### config.mk
export PLATFORM = sky130hd
export DESIGN_NAME = tcce_queue
export DESIGN_NICKNAME = d
export VERILOG_FILES = /design/src/hw/rtl/text_console_char_engine_unit_assert.svh /design/src/hw/rtl/tcce_pkg.sv /design/src/hw/rtl/tcce_queue.sv
export SDC_FILE = /design/constraint.sdc
export NUM_CORES = 1
export LEC_CHECK = 0
export ABC_AREA = 0
export BUFFER_PORTS_ARGS = -buffer_cell sky130_fd_sc_hd__buf_4
export CAP_MARGIN = 20
export CORE_AREA = 2 2 107 109
export CTS_CLUSTER_SIZE = 12
export DETAILED_ROUTE_END_ITERATION = 10
export DIE_AREA = 0 0 109 111
export PLACE_DENSITY = 0.65
export SLEW_MARGIN = 10
export SYNTH_ARGS = -nofsm -noshare
export SYNTH_HDL_FRONTEND = slang
export SYNTH_SLANG_ARGS = --single-unit
### constraint.sdc
create_clock -name clk -period 5.3 [get_ports clk]
set_clock_uncertainty 0.15 [all_clocks]
set_input_delay 0.795 -clock clk [delete_from_list [all_inputs] [get_ports clk]]
set_output_delay 0.795 -clock clk [all_outputs]
set_load 0.1 [all_outputs]
### src/hw/rtl/text_console_char_engine_unit_assert.svh
// Assertion shorthands for the console engine RTL.
// Each one samples on the rising edge of clk and is off while arst_n is low.
`ifndef TEXT_CONSOLE_CHAR_ENGINE_UNIT_ASSERT_SVH
`define TEXT_CONSOLE_CHAR_ENGINE_UNIT_ASSERT_SVH

// The consequent must hold in the same cycle as the antecedent.
`define TCCE_ASSERT_HOLDS(label, ante, cons, msg) \
	label: assert property (@(posedge clk) disable iff (!arst_n) (ante) |-> (cons)) \
		else $error(msg);

// The consequent must hold in the cycle after the antecedent.
`define TCCE_ASSERT_NEXT(label, ante, cons, msg) \
	label: assert property (@(posedge clk) disable iff (!arst_n) (ante) |=> (cons)) \
		else $error(msg);

`endif

### src/hw/rtl/tcce_pkg.sv
`timescale 1ns / 1ps

package tcce_pkg;

	localparam int COLUMNS     = 80;
	localparam int ROWS        = 25;
	localparam int CELLS       = ROWS * COLUMNS;
	localparam int TAB_STOP    = 8;
	localparam int TAB_SHIFT   = $clog2(TAB_STOP);
	localparam int ADDR_W      = $clog2(CELLS);
	localparam int COL_W       = $clog2(COLUMNS + TAB_STOP);
	localparam int ROW_W       = $clog2(ROWS + 1);
	localparam int IDX_W       = 11;
	localparam int CHAR_W      = 8;
	localparam int CELL_W      = 16;
	localparam int COLOR_W     = 4;
	localparam int CFG_IDX_W   = 1;
	localparam int QUEUE_DEPTH = 2;

	localparam logic [CELL_W-1:0]  BLANK_CELL = 16'h0F20;
	localparam logic [COLOR_W-1:0] BG_RESET   = 4'h0;
	localparam logic [COLOR_W-1:0] FG_RESET   = 4'hF;

	localparam logic [CHAR_W-1:0] CH_BS       = 8'h08;
	localparam logic [CHAR_W-1:0] CH_TAB      = 8'h09;
	localparam logic [CHAR_W-1:0] CH_LF       = 8'h0A;
	localparam logic [CHAR_W-1:0] CH_CR       = 8'h0D;
	localparam logic [CHAR_W-1:0] CH_PRINT_LO = 8'h20;
	localparam logic [CHAR_W-1:0] CH_PRINT_HI = 8'h7F;

	localparam logic OP_PUT  = 1'b0;
	localparam logic OP_READ = 1'b1;

	localparam logic [CFG_IDX_W-1:0] CFG_BACKGROUND = 1'd0;
	localparam logic [CFG_IDX_W-1:0] CFG_FOREGROUND = 1'd1;

	typedef struct packed {
		logic              op;
		logic [CHAR_W-1:0] char_code;
		logic [IDX_W-1:0]  cell_index;
	} item_t;

	typedef struct packed {
		logic [IDX_W-1:0]  cursor_position;
		logic [CELL_W-1:0] cell_data;
		logic              scrolled;
	} result_t;

	// One classified item on its way from the front end to the screen memory.
	typedef struct packed {
		logic              is_read;
		logic              in_range;
		logic              do_write;
		logic              do_scroll;
		logic [ADDR_W-1:0] addr;
		logic [CELL_W-1:0] wdata;
		logic [ADDR_W-1:0] blank_base;
		logic [IDX_W-1:0]  cursor_position;
	} cmd_t;

	typedef struct packed {
		logic clearing;
	} back_status_t;

endpackage

### src/hw/rtl/tcce_queue.sv
`timescale 1ns / 1ps

module tcce_queue import tcce_pkg::*; (
	input  logic clk,
	input  logic arst_n,
	input  logic push,
	input  cmd_t push_cmd,
	output logic full,
	input  logic pop,
	output logic valid,
	output cmd_t pop_cmd
);

	localparam int PTR_W = (QUEUE_DEPTH > 1) ? $clog2(QUEUE_DEPTH) : 1;
	localparam int CNT_W = $clog2(QUEUE_DEPTH + 1);

	cmd_t             entry_q [QUEUE_DEPTH];
	logic [PTR_W-1:0] wr_ptr_q;
	logic [PTR_W-1:0] rd_ptr_q;
	logic [CNT_W-1:0] count_q;

	assign full    = (count_q == CNT_W'(QUEUE_DEPTH));
	assign valid   = (count_q != '0);
	assign pop_cmd = entry_q[rd_ptr_q];

	always_ff @(posedge clk) begin
		if (push) begin
			entry_q[wr_ptr_q] <= push_cmd;
		end
	end

	always_ff @(posedge clk or negedge arst_n) begin
		if (!arst_n) begin
			wr_ptr_q <= '0;
			rd_ptr_q <= '0;
			count_q  <= '0;
		end else begin
			if (push) begin
				wr_ptr_q <= (wr_ptr_q == PTR_W'(QUEUE_DEPTH - 1)) ? '0 : wr_ptr_q + 1'b1;
			end
			if (pop) begin
				rd_ptr_q <= (rd_ptr_q == PTR_W'(QUEUE_DEPTH - 1)) ? '0 : rd_ptr_q + 1'b1;
			end
			case ({push, pop})
				2'b10:   count_q <= count_q + 1'b1;
				2'b01:   count_q <= count_q - 1'b1;
				default: count_q <= count_q;
			endcase
		end
	end

endmodule

Word-level counts from Yosys, hierarchy flattened. Memory sizes are Yosys's and may differ from the RTL's. Cells that the tools add are included.

Flip-flop bits (word level): 4. Input port bits: 57. Output and inout bits: 55. Bits in writable memories: 106. Memories kept: 1. Logic and storage cells: 18.

Muxes and demuxes: 5. Reduce and logical (&&, ||, !) cells: 2. $add $sub $neg: 4. Equality and inequality tests: 3.

Memories: entry_q (depth 2, width 53, rd ports 1, clocked after Yosys merged registers in 0, wr ports 1, line tcce_queue.sv:17) `cmd_t entry_q [QUEUE_DEPTH];`.

Operators by type and width (number): equality test 2 bit, second input constant (2); 2-to-1 mux 1 bit (4); case mux 2 bit (2 select lines) (1); nonzero test 2 bit (2); adder 1 bit, second input constant (2); adder 2 x 1 -> 2 bit, second input constant (1); equality test 2 x 1 -> 1 bit, second input constant (1); subtractor 2 x 1 -> 2 bit, second input constant (1).

Longest topological paths before layout. Gate-level depths: netlist of run 1.

Depth in word-level cells: 2. Mapped depth: 5. Depth with buffers taken out: 5.

Worst setup path after synthesis of run 1. Ideal clock, no wire load.

Kind: input port to flip-flop. Start point: input push. End point: memory entry_q[0][0] (netlist bit) (enable). Required time: 4.685 ns. Stages on the path: 2. Arrival: 3.078 ns. Library setup time: 0.465 ns. Path buffers: 0. Slack: 1.607 ns. Cells stage by stage: inv_1 -> nor2_1.

Cells in the longest elaborated chain, start to end: 2.

RTL lines: start: declaration (line tcce_queue.sv:6) `input logic push,`; 2-to-1 mux 1 bit (line tcce_queue.sv:27) `if (push) begin`; 2-to-1 mux 1 bit (implied by the code) (line tcce_queue.sv:28) `entry_q[wr_ptr_q] <= push_cmd;`; end: declaration (line tcce_queue.sv:17).

No other way between the ends.

==> results of run 1 <==
flip-flops by register name, summed over array words and instances (netlist names):
register	flops
wr_ptr_q	1
entry_q	106
count_q	2
rd_ptr_q	1
final cells by class:
cell class / instances / area share
Clock inverter: 5 / 0.00914
Tap cell: 143 / 0.0327
Clock buffer: 11 / 0.0425
Timing Repair Buffer: 113 / 0.155
Inverter: 1 / 0.000686
Sequential cell: 110 / 0.601
Multi-Input combinational cell: 64 / 0.159
worst min path at each step:
stage	endpoint	cells past startpoint	from
finish	count_q[1]$_DFFE_PN0P_	1	arst_n
floorplan	count_q[1]$_DFFE_PN0P_	1	count_q[1]$_DFFE_PN0P_
CTS	count_q[0]$_DFFE_PN0P_	1	arst_n
global route	count_q[1]$_DFFE_PN0P_	1	arst_n
global placement	count_q[1]$_DFFE_PN0P_	1	count_q[1]$_DFFE_PN0P_
detailed placement	count_q[1]$_DFFE_PN0P_	1	count_q[1]$_DFFE_PN0P_
kinds of logic (layout without fill, tap and decap cells):
family        after synthesis  count (layout)
flops                     110             110
xor+xnor                    5               5
simple gates                5               5
buf+inv                     7             130
mux                        53              53
fa+ha+maj                   1               1
cells in the final DEF (no fill, tap or decap), types with 2 or more instances in the layout:
master | netlist | routed
clkinv_2 | 0 | 4
edfxtp_1 | 106 | 106
clkbuf_1 | 0 | 2
xor2_1 | 3 | 3
buf_4 | 0 | 113
mux2_4 | 49 | 49
clkbuf_16 | 0 | 9
mux2_2 | 4 | 4
xnor2_1 | 2 | 2
dfrtp_1 | 4 | 3
per-stage QoR:
step	cell area (sq um)	utilization
after global routing	5470	0.494
final	5470	0.494
after CTS	5470	0.494
after global placement	5190	0.469
after detailed placement	5190	0.469
after floorplan	4260	-
routing by layer:
metal  global-route usage  vias to the layer above  routed length [um]
li1                     -                      939                   -
met1                0.139                      977                2800
met2                0.189                       68                3380
met3               0.0312                       11                 452
met4               0.0564                        0                 126
met5                    0                        -                   0
==> flow_summary.toml, run 1 <==
[cells_and_area]
drive_gt1_frac = 0.605
final_nets = 357
multi_input_area_sq_um = 872
syn_to_final_growth_pct = 28.4
n_fill_cell = 919
fin_cells = 447
diodes = 0
final-seq-area_sq_mm = 0.00329

[detailed_routing]
drc = 0
drt-vias-per-instance = 4.46
first_pass_iters = 4
route.vias.total = 1995
wire_per_inst_um = 15.1
wl_um = 6760
ant_nets = 0
drt_iter0_markers = 45

[floorplanning]
initial_core_util = 0.385
fp.dieW_um = 109
die-height_um = 111
placementRows = 39
die-area_sq_mm = 0.0121
pin_count = 112
core_sq_mm = 0.0111

[timing]
grt_setup_unrepaired = "no"
slew_violations = 0
worst_slack_ns = 2.24
finalSetupViolations = 0
fmax_mhz = 327
worst_pin_slew_ns = 1.00
fin_setup_tns_ns = 0
slew_headroom = 0.331
finalCritPeriodShare = 0.577
layout_min_cycle_time_ns = 3.06
holdWs_ns = 0.0929
hold_viol = 0

[job]
max_cap_violations = 0

[cts]
clkTransAtPathRegs_ns = 0.06
postCtsSetupRepairBufs = 0
cts_made_buffers = 9
cts_tree = "yes"
cts.repair.resized = 0
clkSinkCount = 110
cts_buffer_depth = 2
insertion_delay_ns = 0.33
cts-hold-fix-buffers = 0
root_buffer = "clkbuf_16"
cts_max_level = 3

[setup_path]
cp_num_cells = 2
critical_path_required_ns = 4.36
r2r_start = "wr_ptr_q$_DFFE_PN0P_"
path_max_fanout = 54
cp_data_arrival_time_ns = 2.11
crit_type = "register to output pin"
cp-end-kind = "output pin"
path_delay_family = "flip-flops"
reg2reg_to = "entry_q[0][34]$_DFFE_PP_"
r2r_cells = 2
endpoint = "pop_cmd[37]"
rrSetupSlack_ns = 3.19
path_cells = "mux2_2 > buf_4"
critPathLaunchType = "register"
cp_slowest_cell = "dfrtp_4"
cp.buffers_inverters = 1
worstSetupStartpoint = "rd_ptr_q$_DFFE_PN0P_"
max_stage_delay_ns = 1.09

[synth]
async_flop_share = 0.0364
synth_compound_area_frac = 0
ys.flop_type = "edfxtp_1"
syn_inst = 181
synth_mux_area_frac = 0.183
synth_seq_cells = 110
synth_fa_ha_area_frac = 0.00294
yosysWarningCount = 0
synth_top_family_by_area = "multiplexers"
synth-simple-area-share = 0.00617
yosysTopAreaCell = "edfxtp_1"
yosys-top-cells-count = "edfxtp_1 (106), mux2_4 (49), buf_12 (5)"
yosysSeqAreaShare = 0.770
synth_most_common_cell = "edfxtp_1"
synthXorXnorAreaFrac = 0.0103
syn-num-nets = 239
synth-edff-count = 106
synth_top_area_share = 0.747
avgSynthCellArea_sq_um = 23.5
yosys-top-cells-area = "edfxtp_1 (75%), mux2_4 (17%), buf_12 (2.3%)"
syn_area_sq_mm = 0.00426
yosysUniqueCellTypes = 14

[grt]
grt_antenna_before_repair = 0
overflow = 0
grt_max_degree = 55
grt_usage = 0.115
grt_pass1_wl_um = 10400
grt_pass1_vias = 2089

[min_path]
hold_path_class = "input pin to asynchronous set/reset pin"

[place]
dp_cells = 431
port_buffers = 111
routabilityCongestion = 0.637
pre_cts_ws_ns = 2.58
place_hpwl_um = 4410

[run_status]
status = "completed"
Power of run 1 is left out: the tool's default activity adds up to more than one toggle a clock period on the data nets, which glitch-free logic cannot reach.
==> run 2: changes to the inputs <==
- clock period: 5.3 -> 2.9 ns (I/O delays scaled with it)
==> flow_summary.toml, run 2 (synthesized netlist as in run 1, its figures left out) <==
[cts]
clkTransAtPathRegs_ns = 0.06
cts_tree = "yes"
cts_buffer_depth = 2
cts_max_level = 3
insertion_delay_ns = 0.33
cts_made_buffers = 9
cts.repair.resized = 0
root_buffer = "clkbuf_16"
clkSinkCount = 110

[setup_path]
path_cells = "buf_4 > mux2_2 > buf_4"
worst_path_most_repeated_cell = "buf_4"
r2r_cells = 2
critical_path_required_ns = 2.32
critPathLaunchType = "register"
crit_type = "register to output pin"
path_max_fanout = 24
cp_data_arrival_time_ns = 1.97
cp_slowest_cell = "dfrtp_4"
max_stage_delay_ns = 0.73
cp-end-kind = "output pin"

[grt]
overflow = 0
grt_pass1_wl_um = 10600
grt_antenna_before_repair = 0
grt_pass1_vias = 2080
grt_max_degree = 37
grt_usage = 0.118

[timing]
fmax_mhz = 391
slew_violations = 0
finalCritPeriodShare = 0.881
fin_setup_tns_ns = 0
layout_min_cycle_time_ns = 2.56
worst_pin_slew_ns = 0.599
hold_viol = 0
grt_setup_unrepaired = "no"
finalSetupViolations = 0
slew_headroom = 0.600

[cells_and_area]
diodes = 0
syn_to_final_growth_pct = 30.2
final_nets = 360
most-common-layout-cells = "buf_4 (112), edfxtp_1 (106), mux2_4 (49)"
regMostFlops = "entry_q"
drive_gt1_frac = 0.606
layout_commonest_cell = "buf_4"
reg.largest.list = "entry_q x106, count_q x2"
largest_reg_flops = 106

[min_path]
holdPathStages = 2
hold_path_class = "input pin to register"

[detailed_routing]
ant_nets = 0
drt_iter0_markers = 72
drc = 0
wl_um = 6900
dr_wl_met2_um = 3510
route.vias.total = 2009
wire_per_inst_um = 15.3
first_pass_iters = 4
dr.max_layer_used = "met4"
drt-vias-per-instance = 4.46
wl_met3_um = 501
met1_length_um = 2830

[floorplanning]
placementRows = 39
pin_count = 112
initial_core_util = 0.385
die-height_um = 111
die-area_sq_mm = 0.0121
fp.dieW_um = 109
core_sq_mm = 0.0111

[place]
routabilityCongestion = 0.707
place_hpwl_um = 4580
port_buffers = 111

[job]
max_cap_violations = 0

[run_status]
status = "completed"
-- run 2: cell types whose count changed in the layout (fill, tap and decap cells not counted), sizes merged --
cell	change
buf	+2
clkinv	+1
inv	+1
clkbuf	-2
dlygate4sd3	+1
-- run 2: path summary, 6_finish.rpt --
path / start / end / slack (ns)
max: rd_ptr_q$_DFFE_PN0P_ / pop_cmd[39] / 0.34
min: pop / rd_ptr_q$_DFFE_PN0P_ / 0.13
max reg2reg: wr_ptr_q$_DFFE_PN0P_ / entry_q[0][22]$_DFFE_PP_ / 1.19
min reg2reg: count_q[1]$_DFFE_PN0P_ / count_q[1]$_DFFE_PN0P_ / 0.33
max in group asynchronous: arst_n / rd_ptr_q$_DFFE_PN0P_ / 2.20
min in group asynchronous: arst_n / count_q[0]$_DFFE_PN0P_ / 0.29
-- run 2: what timing repair did --
action | CTS | global route
endpoints found under the hold margin | 4 | 0
buffers inserted | 0 | 0
hold buffers | 1 | 0
-- run 2: layout make-up --
cell class / instances / area (sq um)
clock buffer: 9 / 225
inverter: 1 / 3.75
sequential: 110 / 3290
multi-input combinational: 64 / 872
timing repair buffer: 116 / 911
fill: 931 / 5530
clock inverter: 7 / 72.6
tap: 143 / 179
-- run 2: metal layers --
metal / track usage / vias to the layer above
li1: - / 949
met2: 0.199 / 74
met1: 0.142 / 982
met4: 0.0308 / 0
met3: 0.0441 / 4
met5: 0 / -
-- run 2: critical path, delay by kind of cell (launching register included) --
family                 cells  cell delay (ns)
buffers and inverters      2             0.55
multiplexers               1             0.36
flip-flops                 1             0.73
-- run 2: metrics by stage --
step | hold WS [ns] | util | instance area, sq um | instances | setup slack [ns]
finish | 0.132 | 0.501 | 5550 | 450 | 0.344
global route | 0.110 | 0.501 | 5550 | 450 | 0.246
CTS | 0.116 | 0.501 | 5550 | 450 | 0.303
detailed placement | 0.0869 | 0.473 | 5240 | 433 | 0.670
global placement | 0.0824 | 0.473 | 5240 | 433 | 0.670
floorplan | -0.0106 | - | 4260 | 181 | 0.482
Power of run 2 is left out for the same reason.
