==> src/hw/rtl/text_console_char_engine_unit_assert.svh <==
// Assertion shorthands for the console engine RTL.
// Each one samples on the rising edge of clk and is off while arst_n is low.
`ifndef TEXT_CONSOLE_CHAR_ENGINE_UNIT_ASSERT_SVH
`define TEXT_CONSOLE_CHAR_ENGINE_UNIT_ASSERT_SVH

// The consequent must hold in the same cycle as the antecedent.
`define TCCE_ASSERT_HOLDS(label, ante, cons, msg) \
	label: assert property (@(posedge clk) disable iff (!arst_n) (ante) |-> (cons)) \
		else $error(msg);

// The consequent must hold in the cycle after the antecedent.
`define TCCE_ASSERT_NEXT(label, ante, cons, msg) \
	label: assert property (@(posedge clk) disable iff (!arst_n) (ante) |=> (cons)) \
		else $error(msg);

`endif

==> src/hw/rtl/tcce_pkg.sv <==
`timescale 1ns / 1ps

package tcce_pkg;

	localparam int COLUMNS     = 80;
	localparam int ROWS        = 25;
	localparam int CELLS       = ROWS * COLUMNS;
	localparam int TAB_STOP    = 8;
	localparam int TAB_SHIFT   = $clog2(TAB_STOP);
	localparam int ADDR_W      = $clog2(CELLS);
	localparam int COL_W       = $clog2(COLUMNS + TAB_STOP);
	localparam int ROW_W       = $clog2(ROWS + 1);
	localparam int IDX_W       = 11;
	localparam int CHAR_W      = 8;
	localparam int CELL_W      = 16;
	localparam int COLOR_W     = 4;
	localparam int CFG_IDX_W   = 1;
	localparam int QUEUE_DEPTH = 2;

	localparam logic [CELL_W-1:0]  BLANK_CELL = 16'h0F20;
	localparam logic [COLOR_W-1:0] BG_RESET   = 4'h0;
	localparam logic [COLOR_W-1:0] FG_RESET   = 4'hF;

	localparam logic [CHAR_W-1:0] CH_BS       = 8'h08;
	localparam logic [CHAR_W-1:0] CH_TAB      = 8'h09;
	localparam logic [CHAR_W-1:0] CH_LF       = 8'h0A;
	localparam logic [CHAR_W-1:0] CH_CR       = 8'h0D;
	localparam logic [CHAR_W-1:0] CH_PRINT_LO = 8'h20;
	localparam logic [CHAR_W-1:0] CH_PRINT_HI = 8'h7F;

	localparam logic OP_PUT  = 1'b0;
	localparam logic OP_READ = 1'b1;

	localparam logic [CFG_IDX_W-1:0] CFG_BACKGROUND = 1'd0;
	localparam logic [CFG_IDX_W-1:0] CFG_FOREGROUND = 1'd1;

	typedef struct packed {
		logic              op;
		logic [CHAR_W-1:0] char_code;
		logic [IDX_W-1:0]  cell_index;
	} item_t;

	typedef struct packed {
		logic [IDX_W-1:0]  cursor_position;
		logic [CELL_W-1:0] cell_data;
		logic              scrolled;
	} result_t;

	// One classified item on its way from the front end to the screen memory.
	typedef struct packed {
		logic              is_read;
		logic              in_range;
		logic              do_write;
		logic              do_scroll;
		logic [ADDR_W-1:0] addr;
		logic [CELL_W-1:0] wdata;
		logic [ADDR_W-1:0] blank_base;
		logic [IDX_W-1:0]  cursor_position;
	} cmd_t;

	typedef struct packed {
		logic clearing;
	} back_status_t;

endpackage

==> src/hw/rtl/tcce_front.sv <==
`timescale 1ns / 1ps

module tcce_front import tcce_pkg::*; (
	input  logic                 clk,
	input  logic                 arst_n,
	input  logic                 cfg_valid,
	output logic                 cfg_ready,
	input  logic [CFG_IDX_W-1:0] cfg_index,
	input  logic [COLOR_W-1:0]   cfg_data,
	input  logic                 item_valid,
	output logic                 item_ready,
	input  item_t                item,
	input  back_status_t         back_status,
	input  logic                 queue_full,
	output logic                 push_valid,
	output cmd_t                 push_cmd
);

	localparam logic [ADDR_W:0] CELLS_X   = (ADDR_W+1)'(CELLS);
	localparam logic [ADDR_W:0] COLUMNS_X = (ADDR_W+1)'(COLUMNS);

	logic [COL_W-1:0]   col_q;
	logic [ROW_W-1:0]   row_q;
	logic [ADDR_W-1:0]  top_base_q;
	logic [COLOR_W-1:0] bg_q;
	logic [COLOR_W-1:0] fg_q;

	logic               accept;
	logic               is_read;
	logic               is_print;
	logic               scroll;
	logic [COL_W-1:0]   col_n;
	logic [ROW_W-1:0]   row_n;
	logic [COL_W-1:0]   tab_sum;
	logic [COL_W-1:0]   tab_col;
	logic [ADDR_W-1:0]  cur_lin;
	logic [ADDR_W-1:0]  new_lin;
	logic [ADDR_W:0]    top_sum;
	logic [ADDR_W-1:0]  top_base_n;

	// The screen is a ring of rows: logical row 0 starts at top_base_q.
	function automatic logic [ADDR_W-1:0] to_phys(input logic [ADDR_W-1:0] lin,
		input logic [ADDR_W-1:0] base);
		logic [ADDR_W:0] sum;
		sum = {1'b0, lin} + {1'b0, base};
		if (sum >= CELLS_X) begin
			sum = sum - CELLS_X;
		end
		return sum[ADDR_W-1:0];
	endfunction

	assign cfg_ready  = 1'b1;
	assign item_ready = !queue_full && !back_status.clearing;
	assign accept     = item_valid && item_ready;
	assign push_valid = accept;
	assign is_read    = (item.op == OP_READ);

	assign tab_sum = col_q + COL_W'(TAB_STOP);
	assign tab_col = {tab_sum[COL_W-1:TAB_SHIFT], {TAB_SHIFT{1'b0}}};

	always_comb begin
		col_n    = col_q;
		row_n    = row_q;
		is_print = 1'b0;
		case (item.char_code) inside
			CH_BS: begin
				if (col_q != '0) begin
					col_n = col_q - 1'b1;
				end
			end
			CH_TAB: begin
				col_n = tab_col;
			end
			CH_CR: begin
				col_n = '0;
			end
			CH_LF: begin
				col_n = '0;
				row_n = row_q + 1'b1;
			end
			[CH_PRINT_LO:CH_PRINT_HI]: begin
				is_print = 1'b1;
				col_n    = col_q + 1'b1;
			end
			default: begin
			end
		endcase
		if (col_n >= COL_W'(COLUMNS)) begin
			col_n = '0;
			row_n = row_n + 1'b1;
		end
		scroll = (row_n == ROW_W'(ROWS));
		if (scroll) begin
			row_n = ROW_W'(ROWS - 1);
		end
	end

	assign cur_lin = ADDR_W'(row_q * COLUMNS) + ADDR_W'(col_q);
	assign new_lin = ADDR_W'(row_n * COLUMNS) + ADDR_W'(col_n);

	assign top_sum    = {1'b0, top_base_q} + COLUMNS_X;
	assign top_base_n = (top_sum == CELLS_X) ? '0 : top_sum[ADDR_W-1:0];

	always_comb begin
		push_cmd.is_read    = is_read;
		push_cmd.in_range   = (32'(item.cell_index) < CELLS);
		push_cmd.do_write   = !is_read && is_print;
		push_cmd.do_scroll  = !is_read && scroll;
		push_cmd.addr       = is_read ? to_phys(ADDR_W'(item.cell_index), top_base_q)
		                              : to_phys(cur_lin, top_base_q);
		push_cmd.wdata      = {bg_q, fg_q, item.char_code};
		// The row that scrolls off the top is reused as the new bottom row.
		push_cmd.blank_base = top_base_q;
		push_cmd.cursor_position = is_read ? IDX_W'(cur_lin) : IDX_W'(new_lin);
	end

	always_ff @(posedge clk or negedge arst_n) begin
		if (!arst_n) begin
			col_q      <= '0;
			row_q      <= '0;
			top_base_q <= '0;
		end else if (accept && !is_read) begin
			col_q <= col_n;
			row_q <= row_n;
			if (scroll) begin
				top_base_q <= top_base_n;
			end
		end
	end

	always_ff @(posedge clk or negedge arst_n) begin
		if (!arst_n) begin
			bg_q <= BG_RESET;
			fg_q <= FG_RESET;
		end else if (cfg_valid && cfg_ready) begin
			case (cfg_index)
				CFG_BACKGROUND: bg_q <= cfg_data;
				CFG_FOREGROUND: fg_q <= cfg_data;
				default: begin
				end
			endcase
		end
	end

endmodule

==> config.mk <==
export PLATFORM = sky130hd
export DESIGN_NAME = tcce_front
export DESIGN_NICKNAME = d
export VERILOG_FILES = /design/src/hw/rtl/text_console_char_engine_unit_assert.svh /design/src/hw/rtl/tcce_pkg.sv /design/src/hw/rtl/tcce_front.sv
export SDC_FILE = /design/constraint.sdc
export NUM_CORES = 1
export LEC_CHECK = 0
export ABC_CLOCK_PERIOD_IN_PS = 4590
export BUFFER_PORTS_ARGS = -buffer_cell sky130_fd_sc_hd__buf_2
export CAP_MARGIN = 20
export CORE_UTILIZATION = 40
export DETAILED_ROUTE_END_ITERATION = 8
export PLACE_DENSITY = 0.71
export SYNTH_ARGS = -nofsm -noshare
export SYNTH_HDL_FRONTEND = slang
export SYNTH_SLANG_ARGS = --single-unit
==> constraint.sdc <==
create_clock -name clk -period 4.59 [get_ports clk]
set_input_delay 0 -clock clk [delete_from_list [all_inputs] [get_ports clk]]
set_output_delay 0 -clock clk [all_outputs]
set_load 0.01 [all_outputs]
# Yosys cells after proc, flatten, opt, wreduce, memory -nomap -nowiden
# Index checks and enable logic that the tools add are counted.
totals:
  register_bits: 31
  inputBits: 31
  output_inout_bits: 56
  wordCells: 68
classes:
  addsub: 12
  multipliers: 2
  order_cmp: 6
  eq_ne: 6
  n_mux: 23
  bitwise: 1
  n_reduce_logical: 13
ops:
  columns: ["op", "n"]
  rows:
  - ["$mux 11", 5]
  - ["$mux 7", 7]
  - ["$eq 8x4->1 const B", 4]
  - ["$mux 5", 6]
  - ["$add 11x11->12", 2]
  - ["$ge 12x11->1 const B", 2]
  - ["$add 11x7->11", 2]
  - ["$sub 11x11->11 const B", 2]
  - ["$mul 5x3->7 const B", 2]
  - ["$add 11x7->12 const B", 1]
  - ["$eq 12x11->1 const B", 1]
  - ["$lt 11x11->1 const B", 1]
  - ["$add 5x1->5 const B", 2]
  - ["$ge 8x6->1 const B", 1]
  - ["$le 8x7->1 const B", 1]
  - ["$add 7x1->7 const B", 1]
  - ["$add 7x4->7 const B", 1]
  - ["$ge 7x7->1 const B", 1]
  - ["$reduce_bool 7->1", 1]
  - ["$sub 7x1->7 const B", 1]
  - ["$logic_and 1x1->1", 6]
  - ["$reduce_and 2->1", 3]
  - ["$eq 5x5->1 const B", 1]
  - ["$mux 1", 5]
  - ["other kinds (2)", 4]

# Longest topological paths before layout
depth:
  depth_word: 14
  depth_mapped: 26
  ltp_nobuf: 24

# Least setup slack after synthesis
# Ideal clock, no wire load.
synth_timing:
  kind: "flip-flop to output port"
  startpoint: "register col_q[1]"
  endpoint: "output push_cmd[10] in the netlist's numbering"
  arrival_ps: 4761
  t_required_ps: 4590
  path_slack_ps: -171
  stages_incl_launch_ff: 23
  path_buffers: 1
  cell_sequence: "dfrtp_1 -> inv_1 -> ha_1 -> or3b_1 -> or4_4 -> and2_4 -> a221oi_2 -> a31o_1 -> buf_6 -> mux2_2 -> and3_1 -> nor2_1 -> ha_1 -> ha_1 -> nor2b_1 -> o21ai_0 -> nor2_1 -> nand3_1 -> nand3_1 -> o21ai_0 -> o21ai_0 -> xnor2_1 -> o21ai_0"
synth_rtl:
  columns: ["element", "line", "source"]
  rows:
  - ["from (decl)", "tcce_front.sv:22", "logic [COL_W-1:0] col_q;"]
  - ["from (signal assigned)", "tcce_front.sv:123", "col_q <= col_n;"]
  - ["to (decl)", "tcce_front.sv:16", "output cmd_t push_cmd"]

==> key figures <==
Worst setup path
  • CP Max Fanout: 5
  • CP max stage cell: or4_4
  • Slowest stage delay, CP: 0.43 ns
  • CP startpoint kind: register
  • Crit. End Element: output pin
  • Most used cell, CP: o21ai_1
  • Worst Path Arrival: 4.76 ns
  • Cell Chain, Critical Path: inv_2, ha_4, or3b_4, or4_4, and2_4, a221oi_4, a31o_4, nor2_4, xor2_2, inv_2, and3_4, nor2_4, ha_4, inv_1, fa_2, nor2b_1, o21ai_2, o41ai_2, o21ai_1, o21ai_1, xnor2_1, o21ai_1, buf_2
  • Crit path kind: register to output pin
  • Critical Path RT: 4.59 ns

Floorplanning
  • Die Height: 104 microns
  • Starting Density: 0.418
  • Die Wd: 104 microns
  • Rows: 36
  • Total die area: 10,800 sq um
  • Core area: 9910 sq um
  • IO Pins: 87

Logic synthesis
  • Most used DFF post-synth: dfrtp_1
  • Dominant cell by count in the synthesized netlist: nand2_1
  • Post-synth EDFFs: 0
  • Sequential area share after synthesis: 0.164
  • Synth warn: 0
  • Flops & latches, synth: 27
  • Biggest area consumer among synthesized cells: dfrtp_1
  • Leading post-synthesis cells by cell area: dfrtp_1 (14%), ha_1 (14%), xnor2_1 (5.5%)
  • Avg Cell Area, Syn: 7.84 sq um
  • Asr flop ratio synth: 1.00
  • Distinct cell type count after synthesis: 76
  • Top-area cell type share of the netlist area: 0.139
  • Commonest cells post-synth: nand2_1 (52), ha_1 (46), nor2_1 (45), o21ai_0 (43), inv_1 (28)
  • Mapped Area: 4140 sq um
  • Mapped Cells: 528

Layout
  • Fin nets: 729
  • Area Growth Syn to Fin: 29.0%
  • Count of non-filler cells in the finished layout: 780
  • Share of cells above drive strength 1: 0.325
  • # diodes: 0

Global route
  • First-pass GRT wire length: 20,700 microns
  • GR Util met3: 0.0252
  • Met2 usage: 0.436
  • Total gr overflow: 0
  • Largest net degree at the start of global routing: 43
  • Gr usage total: 0.231
  • Vias in the first global route: 4,367
  • Gr busiest metal: met2
  • Met1 Use GR: 0.275
  • Initial antenna violation count: 0

Power and ir drop
  • Sw Ratio: 0.401
  • Clock power frac: 0.168
  • Worst IR Drop VDD: 164 uV
  • Power consumption: 0.891 mW
  • Sw Pwr: 0.358 mW
  • Cell Pwr Density: 167 nW/um^2
  • LEAKAGE: 2.60 nW
  • Gate power share: 0.511
  • Seq pwr share: 0.321
  • Internal power: 0.533 mW

CTS
  • CTS Buffer Depth: 2
  • Clk sinks: 27
  • CTS tree: yes
  • Clk pin slew, worst setup/hold paths: 0.12 ns
  • H-tree Lvls: 1
  • Clock root cell: clkbuf_8
  • CTS Buf Count: 3
  • Clk Latency, worst-skew pair: 0.29 ns

STA
  • Layout Skew: 0.0173 ns
  • Headroom to the max-slew limit: 0.314
  • Highest clock rate: 210 MHz
  • Crit path time final: 4.76 ns
  • Final setup vio count: 2
  • Fin. Hold Viols: 0
  • Crit share post-route: 1.04
  • Final max-slew violation count: 0
  • Least-Margin Pin Slew: 1.03 ns
  • Final WS setup: -0.169 ns
  • Unrepaired setup endpoints after global routing: yes

Placed design
  • Placed Cells: 745
  • Port bufs: 81
  • RD Place Congestion: 0.890
  • Post-DP HPWL: 9350 microns

Drt
  • Initial DRC count: 208
  • Detail Route Antenna Nets: 0
  • Drt drc: 2
  • Final wirelength: 12,700 microns
  • Router iterations before antenna repair: 6
  • Total via count in the routed design: 4,450
  • Via density per instance: 5.71
  • Wirelength per Cell: 16.3 microns

Outcome
  • Outcome: finished with violations
  • Failing checks: design-rule violations, negative setup slack

Min path
  • HP Class: input pin to register

Flow run
  • Max Cap Violations: 0
-- critical path: cells and delay by family, from the launching register on --
family,cells,cell delay [ns]
AOI/OAI and AO/OA,7,1.18
xor gates and xnor gates,2,0.32
adders and majority gates,3,0.62
buffers and inverters,4,0.38
DFF,1,0.42
and+or+nand+nor,7,1.54
-- sequential cells by signal (all words and copies together), names as in the netlist --
register    flops
bg_q            4
col_q           7
fg_q            4
row_q           5
top_base_q      7
-- worst paths after layout --
kind / from / end / slack (ns) / depth (start not counted)
setup reg to reg: col_q[0]$_DFFE_PN0P_ / top_base_q[4]$_DFFE_PN0P_ / 0.02 / 25
hold reg to reg: bg_q[1]$_DFFE_PN0P_ / bg_q[1]$_DFFE_PN0P_ / 0.52 / 1
max in group asynchronous: arst_n / row_q[1]$_DFFE_PN0P_ / 3.82 / 2
min in group asynchronous: arst_n / col_q[3]$_DFFE_PN0P_ / 0.27 / 2
setup / recovery: col_q[0]$_DFFE_PN0P_ / push_cmd[10] / -0.17 / 23
hold / removal: cfg_index / bg_q[0]$_DFFE_PN0P_ / 0.16 / 3
-- power by group through the flow --
stage,Clock [mW],Combinational (mW),Sequential [mW]
floorplan,0,0.252,0.289
global placement,0,0.403,0.287
detailed placement,0,0.409,0.288
CTS,0.154,0.438,0.284
global route,0.166,0.496,0.290
finish,0.150,0.455,0.286
-- repair_timing --
| action | CTS | global route |
|---|---|---|
| pin swaps | 12 | 7 |
| hold endpoints to repair | 31 | 0 |
| resized for setup | 35 | 21 |
| buffers inserted | 22 | 6 |
| hold buffers | 5 | 0 |
| setup endpoints to repair | 3 | 16 |
-- cell families (layout without fill, tap and decap cells) --
| kind of cell | after synthesis | count (layout) | synth area share |
|---|---|---|---|
| simple gates | 185 | 185 | 0.234 |
| compound gates | 133 | 133 | 0.212 |
| buf+inv | 63 | 179 | 0.0719 |
| fa+ha+maj | 51 | 51 | 0.161 |
| xor+xnor | 46 | 46 | 0.0991 |
| flops | 27 | 27 | 0.164 |
| mux | 21 | 21 | 0.0559 |
| other cells | 2 | 5 | 0.00181 |
-- routing by layer --
layer	share of wire	wire (microns)
met1	0.41	5280
met2	0.51	6490
met3	0.052	658
met4	0.023	297
met5	0	0
-- area by class of cell --
class	instances	area, sq um
Clock buffer	3	41.3
Clock inverter	1	7.51
Fill cell	930	4570
Inverter	29	109
Multi-Input combinational cell	441	3400
Sequential cell	27	682
Tap cell	133	166
Timing Repair Buffer	146	935
-- cell usage in the layout (no fill, tap or decap), types with 13 or more instances in the layout --
master / netlist / layout
xor2_1: 19 / 19
buf_4: 14 / 54
nand2_1: 52 / 52
nor3_1: 13 / 13
ha_1: 46 / 41
o21ai_0: 43 / 37
dfrtp_1: 23 / 22
inv_1: 28 / 25
a21oi_1: 24 / 22
xnor2_1: 26 / 24
nor2_1: 45 / 43
buf_2: 1 / 80
-- through the flow --
step	hold WS [ns]	setup WS, ns	instance area (sq um)	util	setup TNS, ns
2_1_floorplan	-0.296	0.00610	4160	-	0
3_3_place_gp	0.0615	0.00387	4790	0.484	0
3_5_place_dp	0.0693	-0.0806	4790	0.484	-0.157
4_1_cts	0.160	-0.134	5210	0.526	-0.368
5_1_grt	0.174	-0.399	5340	0.539	-1.09
6_report	0.162	-0.169	5340	0.539	-0.287
No activity file was read; power rests on OpenSTA's default activity.
